$ cat src/hdl/srawm_pkg.sv
// Shared types and constants for the sample ring average and window minimum unit.
package srawm_pkg;

    localparam int SAMPLE_W  = 12;
    localparam int ANSWER_W  = 12;

    localparam logic [SAMPLE_W-1:0] EMPTY_MIN = 12'd4095;

    // Item kinds
    localparam logic [1:0] KIND_STORE  = 2'd0;
    localparam logic [1:0] KIND_AVG    = 2'd1;
    localparam logic [1:0] KIND_MIN    = 2'd2;
    localparam logic [1:0] KIND_UNUSED = 2'd3;

    // Result kinds
    localparam logic ANS_AVG = 1'b0;
    localparam logic ANS_MIN = 1'b1;

    typedef struct packed {
        logic [1:0]          kind;
        logic [SAMPLE_W-1:0] sample;
        logic [7:0]          window_start;
        logic [8:0]          window_length;
    } t_in;

    typedef struct packed {
        logic [ANSWER_W-1:0] answer;
        logic                answer_kind;
    } t_out;

    // Store port strobes
    typedef struct packed {
        logic wr;
        logic rd;
    } t_mem_ctl;

    typedef enum logic [1:0] {
        ST_IDLE,
        ST_WALK,
        ST_DIV
    } t_state;

endpackage

$ cat src/hdl/srawm_store.sv
// Sample store: single-port-write, registered-read memory with fill-count zero masking.
module srawm_store #(
    parameter int DEPTH = 256,
    parameter int AW    = 8
) (
    input  logic                          i_clk,
    input  logic                          i_rst_n,
    input  srawm_pkg::t_mem_ctl           i_ctl,
    input  logic [AW-1:0]                 i_waddr,
    input  logic [srawm_pkg::SAMPLE_W-1:0] i_wdata,
    input  logic [AW-1:0]                 i_raddr,
    output logic [srawm_pkg::SAMPLE_W-1:0] o_rdata
);
    import srawm_pkg::*;

    localparam int FILL_W = $clog2(DEPTH + 1);

    logic [SAMPLE_W-1:0] r_mem [DEPTH];
    logic [SAMPLE_W-1:0] r_rdata;
    logic                r_hit;
    logic [FILL_W-1:0]   r_fill;

    // Write the entry at the pointer
    always_ff @(posedge i_clk) begin
        if (i_ctl.wr) begin
            r_mem[i_waddr] <= i_wdata;
        end
    end

    // Registered read
    always_ff @(posedge i_clk) begin
        if (i_ctl.rd) begin
            r_rdata <= r_mem[i_raddr];
        end
    end

    // Count written entries; writes fill the store in address order after reset
    always_ff @(posedge i_clk) begin
        if (!i_rst_n) begin
            r_fill <= '0;
            r_hit  <= 1'b0;
        end else begin
            if (i_ctl.wr && (r_fill != FILL_W'(DEPTH))) begin
                r_fill <= r_fill + FILL_W'(1);
            end
            if (i_ctl.rd) begin
                r_hit <= (FILL_W'(i_raddr) < r_fill);
            end
        end
    end

    // Entries not yet written read as zero
    assign o_rdata = r_hit ? r_rdata : '0;

endmodule

$ cat src/hdl/srawm_div.sv
// Division of the average sum by a constant through reciprocal multiplication.
module srawm_div #(
    parameter int DIVISOR = 16,
    parameter int SUM_W   = 17
) (
    input  logic                           i_clk,
    input  logic                           i_rst_n,
    input  logic                           i_start,
    input  logic [SUM_W-1:0]               i_dividend,
    output logic                           o_done,
    output logic [srawm_pkg::ANSWER_W-1:0] o_quot
);
    import srawm_pkg::*;

    localparam int DIV_W  = (DIVISOR > 1) ? $clog2(DIVISOR) : 0;
    localparam int SHIFT  = SUM_W + DIV_W;
    localparam int RCP_W  = SUM_W + 1;
    localparam int PROD_W = SUM_W + RCP_W;
    localparam longint unsigned RCP_FULL =
        ((64'd1 << SHIFT) + 64'(DIVISOR) - 64'd1) / 64'(DIVISOR);
    localparam logic [RCP_W-1:0] RCP = RCP_W'(RCP_FULL);

    logic [PROD_W-1:0]   prod;
    logic [ANSWER_W-1:0] r_quot;
    logic                r_done;

    // Multiply by the rounded-up reciprocal; the shift drops the fraction exactly
    assign prod = PROD_W'(i_dividend) * PROD_W'(RCP);

    // Flag the quotient in the cycle after start
    always_ff @(posedge i_clk) begin
        if (!i_rst_n) begin
            r_done <= 1'b0;
        end else begin
            r_done <= i_start;
        end
    end

    // Hold the quotient
    always_ff @(posedge i_clk) begin
        if (i_start) begin
            r_quot <= prod[SHIFT +: ANSWER_W];
        end
    end

    assign o_done = r_done;
    assign o_quot = r_quot;

endmodule

$ cat src/hdl/sample_ring_avg_and_window_min_unit.sv
// Top level: circular sample history with moving average and window minimum queries.
//
// Usage: an item is transferred at a rising edge with start high and busy low.
// A store item writes its sample at the write pointer, advances the pointer
// and gives no result; busy stays low, so stores may follow every cycle.
// An average query walks the AVG_SAMPLES entries before the pointer through
// the store's read port, one read per cycle, then divides the sum by
// AVG_SAMPLES with a reciprocal multiplication. A window query walks
// window_length entries (clamped to BUFFER_DEPTH) forward from window_start,
// wrapping; an empty window answers 4095 in the cycle after transfer. The
// walk through the single read port sets the query time. Busy is high while
// a query runs. Each result is shown for one cycle with o_strobe high and
// must be taken then; the receiver cannot hold it off. The next item may be
// transferred in the same cycle as a result is shown.
// Reset clears the write pointer and the fill count; entries not yet
// written since reset read as zero, so no clearing pass is needed.
module sample_ring_avg_and_window_min_unit #(
    parameter int BUFFER_DEPTH = 256,
    parameter int AVG_SAMPLES  = 16
) (
    input  logic            i_clk,
    input  logic            i_rst_n,
    input  logic            start,
    output logic            busy,
    input  srawm_pkg::t_in  i_item,
    output logic            o_strobe,
    output srawm_pkg::t_out o_result
);
    import srawm_pkg::*;

    localparam int AW      = (BUFFER_DEPTH > 1) ? $clog2(BUFFER_DEPTH) : 1;
    localparam int CNT_MAX = (BUFFER_DEPTH > AVG_SAMPLES) ? BUFFER_DEPTH : AVG_SAMPLES;
    localparam int CNT_W   = $clog2(CNT_MAX + 1);
    localparam int SUM_W   = SAMPLE_W + $clog2(AVG_SAMPLES + 1);
    localparam int RED_W   = 13;

    t_state              r_state, n_state;
    logic [AW-1:0]       r_wptr, n_wptr;
    logic [AW-1:0]       r_addr, n_addr;
    logic [CNT_W-1:0]    r_cnt, n_cnt;
    logic                r_rvalid, n_rvalid;
    logic                r_is_min, n_is_min;
    logic [SUM_W-1:0]    r_sum, n_sum;
    logic [SAMPLE_W-1:0] r_min, n_min;
    logic                r_strobe, n_strobe;
    t_out                r_result, n_result;

    t_mem_ctl            mem_ctl;
    logic [SAMPLE_W-1:0] rdata;
    logic                accept;
    logic                walk_done;
    logic                div_start;
    logic                div_done;
    logic [ANSWER_W-1:0] div_quot;
    logic [AW-1:0]       start_addr;
    logic [CNT_W-1:0]    len_eff;
    logic [AW-1:0]       wptr_prev;

    assign accept    = start && (r_state == ST_IDLE);
    assign busy      = (r_state != ST_IDLE);
    assign walk_done = (r_cnt == '0) && !r_rvalid;
    assign div_start = (r_state == ST_WALK) && walk_done && !r_is_min;
    assign wptr_prev = (r_wptr == '0) ? AW'(BUFFER_DEPTH - 1) : r_wptr - AW'(1);

    // Reduce the window start modulo the depth by binary subtraction
    always_comb begin
        logic [RED_W-1:0] v;
        v = RED_W'(i_item.window_start);
        for (int k = 7; k >= 0; k--) begin
            if (int'(v) >= (BUFFER_DEPTH << k)) begin
                v = v - RED_W'(BUFFER_DEPTH << k);
            end
        end
        start_addr = AW'(v);
    end

    // Clamp the window length to the depth
    assign len_eff = (int'(i_item.window_length) > BUFFER_DEPTH) ?
                     CNT_W'(BUFFER_DEPTH) : CNT_W'(i_item.window_length);

    // Next state
    always_comb begin
        n_state = r_state;
        case (r_state)
            ST_IDLE: begin
                if (accept && (i_item.kind == KIND_AVG)) begin
                    n_state = ST_WALK;
                end else if (accept && (i_item.kind == KIND_MIN) && (len_eff != '0)) begin
                    n_state = ST_WALK;
                end
            end
            ST_WALK: begin
                if (walk_done) begin
                    n_state = r_is_min ? ST_IDLE : ST_DIV;
                end
            end
            ST_DIV: begin
                if (div_done) begin
                    n_state = ST_IDLE;
                end
            end
            default: n_state = ST_IDLE;
        endcase
    end

    // Datapath controls and results
    always_comb begin
        mem_ctl.wr = accept && (i_item.kind == KIND_STORE);
        mem_ctl.rd = (r_state == ST_WALK) && (r_cnt != '0);
        n_wptr     = r_wptr;
        n_addr     = r_addr;
        n_cnt      = r_cnt;
        n_rvalid   = mem_ctl.rd;
        n_is_min   = r_is_min;
        n_sum      = r_sum;
        n_min      = r_min;
        n_strobe   = 1'b0;
        n_result   = r_result;
        case (r_state)
            ST_IDLE: begin
                if (accept) begin
                    case (i_item.kind)
                        KIND_STORE: begin
                            n_wptr = (r_wptr == AW'(BUFFER_DEPTH - 1)) ? '0 : r_wptr + AW'(1);
                        end
                        KIND_AVG: begin
                            n_addr   = wptr_prev;
                            n_cnt    = CNT_W'(AVG_SAMPLES);
                            n_is_min = 1'b0;
                            n_sum    = '0;
                        end
                        KIND_MIN: begin
                            n_addr   = start_addr;
                            n_cnt    = len_eff;
                            n_is_min = 1'b1;
                            n_min    = EMPTY_MIN;
                            if (len_eff == '0) begin
                                n_strobe             = 1'b1;
                                n_result.answer      = EMPTY_MIN;
                                n_result.answer_kind = ANS_MIN;
                            end
                        end
                        default: ;
                    endcase
                end
            end
            ST_WALK: begin
                // Step the read address: backwards for the average, forwards for the window
                if (mem_ctl.rd) begin
                    n_cnt = r_cnt - CNT_W'(1);
                    if (r_is_min) begin
                        n_addr = (r_addr == AW'(BUFFER_DEPTH - 1)) ? '0 : r_addr + AW'(1);
                    end else begin
                        n_addr = (r_addr == '0) ? AW'(BUFFER_DEPTH - 1) : r_addr - AW'(1);
                    end
                end
                // Fold in the entry read last cycle
                if (r_rvalid) begin
                    n_sum = r_sum + SUM_W'(rdata);
                    if (rdata < r_min) begin
                        n_min = rdata;
                    end
                end
                if (walk_done && r_is_min) begin
                    n_strobe             = 1'b1;
                    n_result.answer      = r_min;
                    n_result.answer_kind = ANS_MIN;
                end
            end
            ST_DIV: begin
                if (div_done) begin
                    n_strobe             = 1'b1;
                    n_result.answer      = div_quot;
                    n_result.answer_kind = ANS_AVG;
                end
            end
            default: ;
        endcase
    end

    // Control registers
    always_ff @(posedge i_clk) begin
        if (!i_rst_n) begin
            r_state  <= ST_IDLE;
            r_wptr   <= '0;
            r_cnt    <= '0;
            r_rvalid <= 1'b0;
            r_strobe <= 1'b0;
        end else begin
            r_state  <= n_state;
            r_wptr   <= n_wptr;
            r_cnt    <= n_cnt;
            r_rvalid <= n_rvalid;
            r_strobe <= n_strobe;
        end
    end

    // Payload registers
    always_ff @(posedge i_clk) begin
        r_addr   <= n_addr;
        r_is_min <= n_is_min;
        r_sum    <= n_sum;
        r_min    <= n_min;
        r_result <= n_result;
    end

    srawm_store #(
        .DEPTH (BUFFER_DEPTH),
        .AW    (AW)
    ) u_store (
        .i_clk   (i_clk),
        .i_rst_n (i_rst_n),
        .i_ctl   (mem_ctl),
        .i_waddr (r_wptr),
        .i_wdata (i_item.sample),
        .i_raddr (r_addr),
        .o_rdata (rdata)
    );

    srawm_div #(
        .DIVISOR (AVG_SAMPLES),
        .SUM_W   (SUM_W)
    ) u_div (
        .i_clk      (i_clk),
        .i_rst_n    (i_rst_n),
        .i_start    (div_start),
        .i_dividend (r_sum),
        .o_done     (div_done),
        .o_quot     (div_quot)
    );

    assign o_strobe = r_strobe;
    assign o_result = r_result;

endmodule
$ cat config.mk
export PLATFORM = sky130hd
export DESIGN_NAME = sample_ring_avg_and_window_min_unit
export DESIGN_NICKNAME = d
export VERILOG_FILES = /design/src/hdl/srawm_pkg.sv /design/src/hdl/srawm_store.sv /design/src/hdl/srawm_div.sv /design/src/hdl/sample_ring_avg_and_window_min_unit.sv
export SDC_FILE = /design/constraint.sdc
export NUM_CORES = 2
export LEC_CHECK = 0
export BUFFER_PORTS_ARGS = -buffer_cell sky130_fd_sc_hd__buf_2
export CAP_MARGIN = 20
export CORE_AREA = 2 2 522 524
export DETAILED_ROUTE_END_ITERATION = 8
export DIE_AREA = 0 0 524 526
export GPL_ROUTABILITY_DRIVEN = 0
export PLACE_DENSITY = 0.63
export SLEW_MARGIN = 20
export SYNTH_ARGS = -nofsm -noshare
export SYNTH_HDL_FRONTEND = slang
export SYNTH_SLANG_ARGS = --single-unit
$ cat constraint.sdc
create_clock -name i_clk -period 4.8 [get_ports i_clk]
set_input_delay 0.48 -clock i_clk [delete_from_list [all_inputs] [get_ports i_clk]]
set_output_delay 0.48 -clock i_clk [all_outputs]
set_load 0.005 [all_outputs]
==> reports/results.ini <==
[status]
status = completed

[pwr]
p_leak_nw = 45.10
combPwrFrac_pct = 27.3
powerDensity_mw_per_mm2 = 547.8
internal-power_mw = 54.03
p_total_mw = 77.47
swShare_pct = 30.26
seq_power_share_pct = 40.5
clkPwrFrac_pct = 32.2
ir_worst_vdd_mv = 0.3737
power_switching_mw = 23.44

[floorplan]
io_pins = 49
dieArea_mm2 = 0.2756
die_x_um = 524
dieHeight_um = 526
core-area_mm2 = 0.2698
num_rows = 191
start_util_pct = 45.80

[sta]
setup_ws_ns = 0.9186
setup_viol = 0
finalCriticalPeriod_ns = 3.881
min_period_over_period_pct = 80.86
fmax_mhz = 257.6
relSlewSlack_pct = 17.02
worstMarginPinSlew_ns = 1.240
finalHoldViolCount = 0
tns_ns = 0
fin_skew_ns = 0.09987
slew_violations = 0
rsz0062_at_grt = no

[yosys]
syn_area_mm2 = 0.1236
synthCells = 5775
synth_nets = 5859
async_flop_share_pct = 0
ys_warn_count = 0
synth_top_cell_by_area = edfxtp_1
synth-edff-count = 3146
netlist.area_leader.share_pct = 76.45
ys_types = 72
synth_top_flop_cell = edfxtp_1
ys_ff_latch = 3178
post_synth.cell_area_avg_um2 = 21.40
synthTopCellsByArea = edfxtp_1 76%, mux4_2 13%, a22oi_1 0.98%
yosysSeqAreaShare_pct = 76.97

[clocking]
clk_latency_ns = 0.95
cts_tree = done
post_cts_buffers = 0
cts.htree.levels = 5
ctsResizeCount = 0
root_buffer = clkbuf_16
cts_buffers = 337
clk_pin_slew_ns = 0.06
clockBufferDepth = 4
cts.sinks = 3178

[finish]
instances_no_fill = 10140
nNetsFinal = 6401
layout_commonest_cell = edfxtp_1
syn_to_final_growth_pct = 14.45
fin_util_pct = 52.42
layout-drive-gt1-share_pct = 27.03
final_cell_mix = 3146 x edfxtp_1, 729 x mux4_2, 448 x buf_4, 342 x clkbuf_16, 304 x nor2_1

[placement]
dp_hpwl_um = 201300
portBuffers = 48
dpl_worst_slack_ns = 0.8329
dp.cells = 9534

[global_route]
grt-ovfl-total = 0
antenna_found_initial = 18
grt.total_usage_pct = 23.75
grt_max_degree = 154
grt_pass1_vias = 62290
grt_first_pass_wirelength_um = 467300

[worst_setup_path]
crit_path_end_kind = flip-flop
required_ns = 5.40
critPathLaunchType = flip-flop
reg2reg_slack_ns = 0.92
cp.arrival_ns = 4.48
cp_max_fo = 10
critPathKind = reg2reg

[route]
dr.pass1.iters = 8
ant_nets = 0
drc_errors = 0
dr_total_vias = 63270
routed_wl_um = 329400
avgRoutedWirePerCell_um = 32.48
first_iter_violations = 8832
vias_per_cell = 6.239

[flow_run]
maxCapViolations = 0

[worst_hold_path]
hp-class = in2reg

-- cells in the mapped netlist, types with 12 or more instances --
cell type  count
mux4_1        14
xnor2_1       22
buf_1         12
a22o_1        90
inv_1         47
dfxtp_1       32
nand2b_1      29
ha_1          49
nand2_1       93
nand3_1       29
xor2_1        14
nor2b_1       23
buf_2         76
o22ai_1       60
buf_6         45
o21ai_0       33
and2_1        31
mux2i_1       90
a211oi_1      34
o221ai_1      28
nor2_1       315
clkbuf_1     170
mux4_2       729
buf_4         41
edfxtp_1    3146
nor3_1        29
a22oi_1      162
a221oi_1      87
a31oi_1       13
a21oi_1      112
-- timing repair --
action                     in CTS  in global routing
hold endpoints to repair       10                 60
hold buffers                   10                  2
setup endpoints to repair       0                  0
-- flip-flops by register name, summed over array words and instances, names as in the netlist --
signal and flops:
r_cnt 9, u_store.r_mem 3072, r_is_min 1, u_div.o_done 1, r_wptr 8, r_state 2, r_min 12, u_store.r_rdata 12
r_addr 8, u_div.o_quot 12, u_store.r_fill 9, u_store.r_hit 1, r_rvalid 1, r_sum 16, o_result 13, o_strobe 1
-- through the flow --
step                instance area (um2)  hold WS, ns
floorplan                        123600       0.4334
global placement                 130700       0.4460
detailed placement               130800       0.4478
CTS                              141300     0.002431
global route                     141400   -0.0005437
finish                           141400    0.0001375
-- cell type report --
class	instances	area, um2
Fill cell	20570	128400
Sequential cell	3178	95110
Multi-Input combinational cell	2201	26450
Clock buffer	399	8792
Timing Repair Buffer	552	4733
Tap cell	3570	4467
Clock inverter	186	1680
Inverter	47	176.4
Antenna cell	7	17.52
-- power groups by stage --
stage / Combinational [mW] / Clock [mW] / Sequential, mW
after global routing: 22.2 / 26.3 / 31.4
after global placement: 21.0 / 0 / 31.9
after CTS: 21.2 / 25.3 / 31.3
final: 21.2 / 25.0 / 31.4
after floorplan: 13.1 / 0 / 31.7
after detailed placement: 21.1 / 0 / 31.9
-- per-layer routing --
layer | global-route usage, % | up-vias | wire (um)
met2 | 36.21 | 3377 | 153300
met3 | 4.815 | 596 | 30980
met1 | 34.34 | 33820 | 132900
met5 | 0 | - | 336
met4 | 8.058 | 14 | 11840
li1 | - | 25460 | -
-- worst max-delay path, cell delays in order, from the launching register on --
cell,delay [ns]
dfxtp_1,0.34
inv_1,0.12
ha_1,0.38
and3_1,0.59
nand2_1,0.12
nor2_1,0.33
nand2_2,0.36
nor2_1,0.94
buf_4,0.32
-- final timing paths --
check,to,cells after the start,startpoint
max,u_store.r_mem[4][10]$_DFFE_PP_,8,r_state[1]$_SDFFE_PN0P_
min,u_store.r_mem[52][2]$_DFFE_PP_,1,i_item[19]
max reg2reg,u_store.r_mem[4][10]$_DFFE_PP_,8,r_state[1]$_SDFFE_PN0P_
min reg2reg,u_div.o_quot[3]$_DFFE_PP_,0,r_sum[7]$_SDFFCE_PN0P_
-- kinds of logic after synthesis --
| logic type | count (synthesis) | synth area share, % |
|---|---|---|
| flops | 3178 | 76.97 |
| mux | 833 | 14.31 |
| compound gates | 681 | 4.039 |
| simple gates | 601 | 2.190 |
| buf+inv | 396 | 1.723 |
| fa+ha+maj | 50 | 0.5123 |
| xor+xnor | 36 | 0.2552 |
(Power assumes the default switching activity.)
